### config.mk
export PLATFORM = sky130hd
export DESIGN_NAME = sha256_hasher
export DESIGN_NICKNAME = d
export VERILOG_FILES = /design/src/sha_pkg.sv /design/src/sha_ctrl.sv /design/src/sha_datapath.sv /design/src/sha256_hasher.sv
export SDC_FILE = /design/constraint.sdc
export NUM_CORES = 2
export LEC_CHECK = 0
export BUFFER_PORTS_ARGS = -buffer_cell sky130_fd_sc_hd__buf_2
export CAP_MARGIN = 20
export CELL_PAD_IN_SITES_DETAIL_PLACEMENT = 1
export CELL_PAD_IN_SITES_GLOBAL_PLACEMENT = 1
export CORE_MARGIN = 2
export CORE_UTILIZATION = 55
export CTS_BUF_LIST = sky130_fd_sc_hd__clkbuf_4 sky130_fd_sc_hd__clkbuf_8
export DETAILED_ROUTE_END_ITERATION = 7
export PLACE_DENSITY = 0.79
export SYNTH_ARGS = -nofsm -noshare
export SYNTH_HDL_FRONTEND = slang
export SYNTH_SLANG_ARGS = --single-unit
### constraint.sdc
create_clock -name aclk -period 33.3 [get_ports aclk]
set_clock_uncertainty 0.15 [all_clocks]
set_input_delay 9.99 -clock aclk [delete_from_list [all_inputs] [get_ports aclk]]
set_output_delay 9.99 -clock aclk [all_outputs]
set_load 0.02 [all_outputs]
### src/sha_pkg.sv
`timescale 1ns / 1ps
package sha_pkg;

    typedef struct packed {
        logic       kind;
        logic [7:0] data_byte;
    } sha_in_t;

    typedef struct packed {
        logic [31:0] digest_word;
        logic [2:0]  word_index;
        logic        last;
    } sha_out_t;

    localparam logic KIND_DATA   = 1'b0;
    localparam logic KIND_FINISH = 1'b1;

    typedef enum logic [2:0] {
        ST_IDLE,
        ST_PAD,
        ST_ROUND,
        ST_FOLD,
        ST_EMIT
    } sha_state_t;

    // controller to datapath
    typedef struct packed {
        logic       wr_byte;
        logic       wr_pad;
        logic       clr_count;
        logic       round_init;
        logic       round_step;
        logic       fold;
        logic       reset_chain;
        logic [5:0] round_idx;
        logic [5:0] pad_idx;
        logic [2:0] out_idx;
    } sha_cmd_t;

    typedef struct packed {
        logic [5:0] pos;
    } sha_stat_t;

    localparam logic [31:0] IV [8] = '{
        32'h6a09e667, 32'hbb67ae85, 32'h3c6ef372, 32'ha54ff53a,
        32'h510e527f, 32'h9b05688c, 32'h1f83d9ab, 32'h5be0cd19
    };

    localparam logic [31:0] ROUND_K [64] = '{
        32'h428a2f98, 32'h71374491, 32'hb5c0fbcf, 32'he9b5dba5,
        32'h3956c25b, 32'h59f111f1, 32'h923f82a4, 32'hab1c5ed5,
        32'hd807aa98, 32'h12835b01, 32'h243185be, 32'h550c7dc3,
        32'h72be5d74, 32'h80deb1fe, 32'h9bdc06a7, 32'hc19bf174,
        32'he49b69c1, 32'hefbe4786, 32'h0fc19dc6, 32'h240ca1cc,
        32'h2de92c6f, 32'h4a7484aa, 32'h5cb0a9dc, 32'h76f988da,
        32'h983e5152, 32'ha831c66d, 32'hb00327c8, 32'hbf597fc7,
        32'hc6e00bf3, 32'hd5a79147, 32'h06ca6351, 32'h14292967,
        32'h27b70a85, 32'h2e1b2138, 32'h4d2c6dfc, 32'h53380d13,
        32'h650a7354, 32'h766a0abb, 32'h81c2c92e, 32'h92722c85,
        32'ha2bfe8a1, 32'ha81a664b, 32'hc24b8b70, 32'hc76c51a3,
        32'hd192e819, 32'hd6990624, 32'hf40e3585, 32'h106aa070,
        32'h19a4c116, 32'h1e376c08, 32'h2748774c, 32'h34b0bcb5,
        32'h391c0cb3, 32'h4ed8aa4a, 32'h5b9cca4f, 32'h682e6ff3,
        32'h748f82ee, 32'h78a5636f, 32'h84c87814, 32'h8cc70208,
        32'h90befffa, 32'ha4506ceb, 32'hbef9a3f7, 32'hc67178f2
    };

    function automatic logic [31:0] rotr(input logic [31:0] x, input int n);
        rotr = (x >> n) | (x << (32 - n));
    endfunction

endpackage

### src/sha_ctrl.sv
`timescale 1ns / 1ps
module sha_ctrl
    import sha_pkg::*;
(
    input  logic      aclk,
    input  logic      aresetn,
    input  logic      in_fire,
    input  logic      in_kind,
    output logic      s_ready,
    input  logic      out_busy,
    output logic      out_load,
    output logic      first_pad,
    input  sha_stat_t stat,
    output sha_cmd_t  cmd
);

    sha_state_t state_reg, state_next;
    logic [5:0] cnt_reg, cnt_next;
    logic       final_reg, final_next;   // this compression ends the message
    logic [3:0] emit_reg, emit_next;     // words still to hand over
    logic       pad_last_reg, pad_last_next;
    logic       pad_more_reg, pad_more_next;
    logic       first_pad_reg, first_pad_next;

    // pad fills from pos to 63; a block with room for the length is the last one
    always_ff @(posedge aclk) begin
        if (!aresetn) begin
            state_reg <= ST_IDLE;
            cnt_reg   <= '0;
            final_reg <= 1'b0;
            emit_reg  <= '0;
        end else begin
            state_reg <= state_next;
            cnt_reg   <= cnt_next;
            final_reg <= final_next;
            emit_reg  <= emit_next;
        end
    end

    always_comb begin
        state_next = state_reg;
        cnt_next   = cnt_reg;
        final_next = final_reg;
        emit_next  = emit_reg;
        unique case (state_reg)
            ST_IDLE: begin
                if (in_fire) begin
                    if (in_kind == KIND_FINISH) begin
                        state_next = ST_PAD;
                        cnt_next   = stat.pos;
                        final_next = 1'b0;
                    end else if (stat.pos == 6'd63) begin
                        state_next = ST_ROUND;
                        cnt_next   = '0;
                        final_next = 1'b0;
                    end
                end
            end
            ST_PAD: begin
                cnt_next = cnt_reg + 6'd1;
                if (cnt_reg == 6'd63) begin
                    state_next = ST_ROUND;
                    final_next = pad_last_reg;
                end
            end
            ST_ROUND: begin
                cnt_next = cnt_reg + 6'd1;
                if (cnt_reg == 6'd63) state_next = ST_FOLD;
            end
            ST_FOLD: begin
                cnt_next = '0;
                if (final_reg) begin
                    state_next = ST_EMIT;
                    emit_next  = 4'd8;
                end else if (pad_more_reg) begin
                    state_next = ST_PAD;
                end else begin
                    state_next = ST_IDLE;
                end
            end
            ST_EMIT: begin
                if (!out_busy && emit_reg != 4'd0) begin
                    emit_next = emit_reg - 4'd1;
                    cnt_next  = cnt_reg + 6'd1;
                end
                if (emit_reg == 4'd0 && !out_busy) state_next = ST_IDLE;
            end
            default: state_next = ST_IDLE;
        endcase
    end

    // second pass of padding is needed when the marker lands past byte 55
    always_ff @(posedge aclk) begin
        if (!aresetn) begin
            pad_last_reg <= 1'b0;
            pad_more_reg <= 1'b0;
        end else begin
            pad_last_reg <= pad_last_next;
            pad_more_reg <= pad_more_next;
        end
    end

    always_comb begin
        pad_last_next = pad_last_reg;
        pad_more_next = pad_more_reg;
        if (state_reg == ST_IDLE && in_fire && in_kind == KIND_FINISH) begin
            pad_last_next = (stat.pos < 6'd56);
            pad_more_next = (stat.pos >= 6'd56);
        end else if (state_reg == ST_FOLD && pad_more_reg) begin
            pad_last_next = 1'b1;
            pad_more_next = 1'b0;
        end
    end

    // marker byte goes in only on the first padding pass
    always_ff @(posedge aclk) begin
        if (!aresetn) first_pad_reg <= 1'b0;
        else          first_pad_reg <= first_pad_next;
    end
    always_comb begin
        first_pad_next = first_pad_reg;
        if (state_reg == ST_IDLE && in_fire && in_kind == KIND_FINISH)
            first_pad_next = 1'b1;
        else if (state_reg == ST_PAD && cnt_reg == 6'd63)
            first_pad_next = 1'b0;
    end

    assign first_pad = first_pad_reg;

    always_comb begin
        cmd         = '0;
        s_ready     = 1'b0;
        out_load    = 1'b0;
        cmd.round_idx = cnt_reg;
        cmd.pad_idx   = cnt_reg;
        cmd.out_idx   = cnt_reg[2:0];
        unique case (state_reg)
            ST_IDLE: begin
                s_ready     = 1'b1;
                cmd.wr_byte = in_fire && in_kind == KIND_DATA;
                cmd.round_init = in_fire && in_kind == KIND_DATA && stat.pos == 6'd63;
            end
            ST_PAD: begin
                cmd.wr_pad = 1'b1;
                cmd.round_init = (cnt_reg == 6'd63);
            end
            ST_ROUND: cmd.round_step = 1'b1;
            ST_FOLD:  cmd.fold = 1'b1;
            ST_EMIT: begin
                out_load = !out_busy && emit_reg != 4'd0;
                if (emit_reg == 4'd0 && !out_busy) begin
                    cmd.reset_chain = 1'b1;
                    cmd.clr_count   = 1'b1;
                end
            end
            default: ;
        endcase
    end

endmodule

### src/sha_datapath.sv
`timescale 1ns / 1ps
module sha_datapath
    import sha_pkg::*;
(
    input  logic        aclk,
    input  logic        aresetn,
    input  logic [7:0]  in_byte,
    input  logic        first_pad,
    input  sha_cmd_t    cmd,
    output sha_stat_t   stat,
    output logic [31:0] word_out
);

    logic [31:0] blk_reg [16];
    logic [31:0] w_reg [16];
    logic [31:0] h_reg [8];
    logic [31:0] v_reg [8];
    logic [60:0] count_reg;

    assign stat.pos = count_reg[5:0];

    logic [63:0] bits;
    assign bits = {count_reg, 3'b000};

    logic pad_last_pass;
    assign pad_last_pass = !(first_pad && count_reg[5:0] >= 6'd56);

    // padding byte for position p
    logic [7:0] pad_byte;
    logic [5:0] p;
    assign p = cmd.pad_idx;
    always_comb begin
        if (first_pad && p == count_reg[5:0])
            pad_byte = 8'h80;
        else if (pad_last_pass && p >= 6'd56)
            pad_byte = bits[8*(7 - (p - 6'd56)) +: 8];
        else
            pad_byte = 8'h00;
    end

    logic [3:0] wsel;
    logic [1:0] bsel;
    assign wsel = cmd.wr_pad ? p[5:2] : count_reg[5:2];
    assign bsel = cmd.wr_pad ? p[1:0] : count_reg[1:0];

    always_ff @(posedge aclk) begin
        if (cmd.wr_byte || (cmd.wr_pad && (p >= count_reg[5:0] || !first_pad)))
            blk_reg[wsel][8*(3 - bsel) +: 8] <= cmd.wr_pad ? pad_byte : in_byte;
    end

    always_ff @(posedge aclk) begin
        if (!aresetn || cmd.clr_count)
            count_reg <= '0;
        else if (cmd.wr_byte)
            count_reg <= count_reg + 61'd1;
    end

    // one round per cycle
    logic [31:0] wt, s0, s1, t1, t2, a, e;
    logic [5:0]  t;
    assign t = cmd.round_idx;
    always_comb begin
        s1 = rotr(w_reg[4'(t - 6'd2)], 17) ^ rotr(w_reg[4'(t - 6'd2)], 19)
           ^ (w_reg[4'(t - 6'd2)] >> 10);
        s0 = rotr(w_reg[4'(t - 6'd15)], 7) ^ rotr(w_reg[4'(t - 6'd15)], 18)
           ^ (w_reg[4'(t - 6'd15)] >> 3);
        wt = (t < 6'd16) ? blk_reg[t[3:0]]
           : s1 + w_reg[4'(t - 6'd7)] + s0 + w_reg[t[3:0]];
        a  = v_reg[0];
        e  = v_reg[4];
        t1 = v_reg[7] + (rotr(e, 6) ^ rotr(e, 11) ^ rotr(e, 25))
           + ((e & v_reg[5]) ^ (~e & v_reg[6])) + ROUND_K[t] + wt;
        t2 = (rotr(a, 2) ^ rotr(a, 13) ^ rotr(a, 22))
           + ((a & v_reg[1]) ^ (a & v_reg[2]) ^ (v_reg[1] & v_reg[2]));
    end

    always_ff @(posedge aclk) begin
        if (cmd.round_init) begin
            for (int i = 0; i < 8; i++) v_reg[i] <= h_reg[i];
        end else if (cmd.round_step) begin
            w_reg[t[3:0]] <= wt;
            v_reg[7] <= v_reg[6];
            v_reg[6] <= v_reg[5];
            v_reg[5] <= e;
            v_reg[4] <= v_reg[3] + t1;
            v_reg[3] <= v_reg[2];
            v_reg[2] <= v_reg[1];
            v_reg[1] <= a;
            v_reg[0] <= t1 + t2;
        end
    end

    always_ff @(posedge aclk) begin
        if (!aresetn || cmd.reset_chain) begin
            for (int i = 0; i < 8; i++) h_reg[i] <= IV[i];
        end else if (cmd.fold) begin
            for (int i = 0; i < 8; i++) h_reg[i] <= h_reg[i] + v_reg[i];
        end
    end

    assign word_out = h_reg[cmd.out_idx];

endmodule

### src/sha256_hasher.sv
`timescale 1ns / 1ps
// sha256_hasher: SHA-256 digest of a byte stream
// s_ channel: one transfer per item, kind 0 carries a message byte,
// kind 1 ends the message and asks for the digest.
// m_ channel: eight transfers per message, digest words 0..7 with last on 7.
// the 64th byte of a block starts the round engine, 64 rounds at one per
// cycle plus a fold step, during which s_ready is low.
// a finish runs a padding sweep from the fill position pos to byte 63 and
// a compression; when fewer than nine bytes remain in the block a second
// sweep over the whole block and a compression follow.
// the digest words follow the last compression, one word per cycle while
// m_ready is high.
// a stalled receiver holds the word in the output register and the block
// waits with s_ready low; once the last word has left, the chain is back
// at the initial values and the length counter is clear.
// reset (aresetn low, synchronous) restores the initial hash values and
// clears the length; the block buffer and schedule need no reset.
module sha256_hasher
    import sha_pkg::*;
(
    input  logic     aclk,
    input  logic     aresetn,
    input  logic     s_valid,
    output logic     s_ready,
    input  sha_in_t  s_data,
    output logic     m_valid,
    input  logic     m_ready,
    output sha_out_t m_data
);

    sha_cmd_t  cmd;
    sha_stat_t stat;
    logic      out_load;
    logic      out_busy;
    logic      in_fire;
    logic      first_pad;
    logic [31:0] word_out;
    logic      valid_reg;
    sha_out_t  data_reg;

    assign in_fire  = s_valid && s_ready;
    assign out_busy = valid_reg && !m_ready;

    sha_ctrl u_ctrl (
        .aclk      (aclk),
        .aresetn   (aresetn),
        .in_fire   (in_fire),
        .in_kind   (s_data.kind),
        .s_ready   (s_ready),
        .out_busy  (out_busy),
        .out_load  (out_load),
        .first_pad (first_pad),
        .stat      (stat),
        .cmd       (cmd)
    );

    sha_datapath u_dp (
        .aclk      (aclk),
        .aresetn   (aresetn),
        .in_byte   (s_data.data_byte),
        .first_pad (first_pad),
        .cmd       (cmd),
        .stat      (stat),
        .word_out  (word_out)
    );

    always_ff @(posedge aclk) begin
        if (!aresetn)
            valid_reg <= 1'b0;
        else if (out_load)
            valid_reg <= 1'b1;
        else if (m_ready)
            valid_reg <= 1'b0;
    end

    always_ff @(posedge aclk) begin
        if (out_load) begin
            data_reg.digest_word <= word_out;
            data_reg.word_index  <= cmd.out_idx;
            data_reg.last        <= (cmd.out_idx == 3'd7);
        end
    end

    assign m_valid = valid_reg;
    assign m_data  = data_reg;

    assert property (@(posedge aclk) disable iff (!aresetn)
        out_load |=> m_valid)
        else $error("loaded word not presented");

    assert property (@(posedge aclk) disable iff (!aresetn)
        (m_valid && !m_ready) |=> ($stable(m_data) && m_valid))
        else $error("stalled word changed");

    assert property (@(posedge aclk) disable iff (!aresetn)
        !(s_ready && m_valid && !m_ready && out_load))
        else $error("load while stalled");

endmodule

==> results.md <==
- Proportion of synthesized chip area in sequential cells: 47.8%
- Hold Crit Depth: 2
- CP required: 33.92 ns
- # setup viols final: 0
- Worst-path maximum fanout: 116
- Top-area cell type share of the netlist area: 46.2%
- Routed WL per cell: 32.5 um
- Hold Path Class: flip-flop to flip-flop
- Die height: 435 um
- Initial drt markers: 9491
- Area leader, netlist: edfxtp_1
- Clock slew at the register clock pins of the worst setup and hold paths: 0.06 ns
- Most common cell on crit path: inv_1
- PostCTS Resize Cnt: 0
- Synth area leaders: edfxtp_1 (46%), mux4_2 (16%), ha_1 (5.0%)
- Number of flops mapped to enable cells by yosys: 1572
- WS Path Type: flip-flop to flip-flop
- Routed vias: 73849
- Max_cap viols: 0
- Number of global-route vias before repair: 76379
- Pre-Repair DR Iteration Count: 6
- Sum Neg Setup Slack: 0 ns
- Port Buf Inserts: 50
- Final Slew Violations: 0
- Ys async rst share: 0%
- Global route overflow: 0
- R2r startpoint: u_ctrl.cnt_reg[1]
- DRC: 0
- Slowest stage cell, crit path: dfxtp_4
- Cells after Synth: 8122
- Met2 Resource Use GR: 55.3%
- Largest net degree at the start of global routing: 166
- Cell area after synthesis: 102000 um^2
- Post-synthesis cell type count: 87
- # fillers: 18343
- Antenna-violating nets left: 0
- HP Start: u_ctrl.pad_last_reg
- Worst Setup End Kind: flip-flop
- Met3 Usage GRT: 10.4%
- Yosys reg bits: 1655
- Startpoint class of the critical path: flip-flop
- Final nets: 8788
- Initial Util: 55.2%
- Count leader, synth: edfxtp_1
- End point of the critical path: u_dp.v_reg[0][29]
- Avg Inst Size Synth: 12.6 um^2
- Worst-Margin Slew: 1.24 ns
- GRT busiest layer: met2
- Hold Buf Count CTS: 0
- Via density: 6.80
- Root Driver: clkbuf_8
- Die Wd: 435 um
- Clock Sinks: 1655
- Fin crit period: 15.64 ns
- Postcts setup bufs: 0
- Core ar.: 185000 um^2
- DPL Wire Length: 246 mm
- Worst EP arrival: 16.26 ns
- Row count: 158
- First-pass GRT wire length: 520 mm
- Skew-Pair Late Insertion Delay: 1.11 ns
- Routed wire length: 353 mm
- RSZ-0062 raised after global routing: no
- I/O pin count: 51
- Top cell types by occurrence after synthesis: edfxtp_1 (1572), nand2_1 (1160), mux4_2 (745), nor2_1 (517), inv_1 (455)
- Gpl congestion: 1.01
- Crit. Startpoint: u_ctrl.cnt_reg[1]
- Maximum clock rate: 0.0639 GHz
- R2R setup slack: 17.66 ns
- Rel. slew slack: 17.2%
- Clock buffer count from CTS: 308
- R2R Path End: u_dp.v_reg[0][29]
- Die area: 189000 um^2
- Syn nets: 8738
- Top FF cell, synth: edfxtp_1
- Initial antenna violation count: 15
- Max H-tree Level: 5
- Final Hold Viols: 0
- Slowest stage delay, CP: 0.80 ns
- Clock buffer depth: 4
- Gr usage total: 37.2%
- R2r worst-path depth: 49
- Period utilization: 47.0%
- Share of layout cells above drive strength 1: 17.6%
- TritonCTS clock tree: yes
- Met1 GRT Util: 51.7%
- Synth warn: 0
- Layout area overhead: 8.59%
- Status: finished, final reports clean
- Fin util: 59.9%
==> final cells by class <==
type,count,area [um^2],area share (%)
diodes,3,7.51,0.00677
clock buffers,414,5100,4.60
clock inverters,109,657,0.592
inverters,457,1720,1.55
multi-input cells,5580,50200,45.2
flip-flops and latches,1655,48900,44.1
well taps,2480,3100,2.80
repair buffers,170,1280,1.15
==> how the worst min path moves through the flow <==
stage,endpoint,slack [ns]
4_1_cts,u_ctrl.final_reg,0.35
2_1_floorplan,u_ctrl.final_reg,0.30
5_1_grt,u_ctrl.final_reg,0.36
3_5_place_dp,u_ctrl.final_reg,0.34
3_3_place_gp,u_ctrl.final_reg,0.32
6_report,u_ctrl.final_reg,0.34
==> logic make-up (layout without fill, tap and decap cells) <==
kind of cell    after synthesis  after routing  share of synthesized area, %
mux                         811            811                          17.2
buf+inv                     887           1150                          3.31
simple gates               2220           2220                          9.33
compound gates             1325           1325                          8.14
xor+xnor                    603            603                          5.19
other cells                   0              3                             0
flops                      1655           1655                          47.8
fa+ha+maj                   621            621                          9.00
==> layer usage <==
layer | part of all wire [%] | vias up
li1 | - | 30485
met1 | 39 | 38029
met2 | 45 | 4419
met3 | 11 | 896
met4 | 4.6 | 20
met5 | 0.034 | -
==> metrics by stage <==
| step | worst slack (ns) | instances | hold WS, ns | instance area (um^2) |
|---|---|---|---|---|
| floorplan | 2.20 | 8122 | 0.302 | 102000 |
| global placement | 18.31 | 10331 | 0.321 | 105000 |
| detailed placement | 18.04 | 10331 | 0.338 | 105000 |
| CTS | 17.95 | 10854 | 0.346 | 111000 |
| global route | 16.94 | 10867 | 0.365 | 111000 |
| finish | 17.66 | 10868 | 0.341 | 111000 |
==> critical path: cells and delay by family (launching register included) <==
family                   cells  cell delay [ns]
adder cells (fa/ha/maj)      9             4.05
AO/OA/AOI/OAI               18             4.82
buffers and inverters        9             2.81
flip-flops                   1             0.80
XOR/XNOR                     3             0.60
AND/OR/NAND/NOR              8             0.99
multiplexers                 2             0.95
==> placed cells by master (no fill, tap or decap), types with 19 or more instances in the layout <==
| cell type | Yosys | layout |
|---|---|---|
| a211oi_1 | 38 | 38 |
| a21boi_0 | 23 | 23 |
| a21o_1 | 166 | 166 |
| a21oi_1 | 369 | 368 |
| a311oi_1 | 22 | 22 |
| a31oi_1 | 47 | 47 |
| and2_1 | 28 | 28 |
| and3_1 | 55 | 55 |
| buf_2 | 13 | 50 |
| buf_4 | 1 | 105 |
| clkbuf_4 | 0 | 96 |
| clkbuf_8 | 0 | 319 |
| clkinv_1 | 1 | 69 |
| clkinv_2 | 0 | 26 |
| dfxtp_1 | 83 | 73 |
| edfxtp_1 | 1572 | 1572 |
| fa_1 | 195 | 195 |
| ha_1 | 408 | 404 |
| inv_1 | 455 | 455 |
| mux2_2 | 27 | 27 |
| mux2i_1 | 33 | 33 |
| mux4_2 | 745 | 745 |
| nand2_1 | 1160 | 1158 |
| nand2b_1 | 58 | 57 |
| nand3_1 | 102 | 102 |
| nand4_1 | 28 | 28 |
| nor2_1 | 517 | 499 |
| nor2b_1 | 64 | 63 |
| nor3_1 | 88 | 87 |
| o211ai_1 | 27 | 27 |
| o21a_1 | 59 | 58 |
| o21ai_0 | 337 | 332 |
| o21bai_1 | 55 | 55 |
| o31ai_1 | 38 | 38 |
| or2_2 | 19 | 19 |
| or3_1 | 43 | 43 |
| xnor2_1 | 378 | 378 |
| xor2_1 | 223 | 223 |
Power is not shown: default switching activity piles up to over one toggle a cycle in this logic, so the estimate is an artifact.
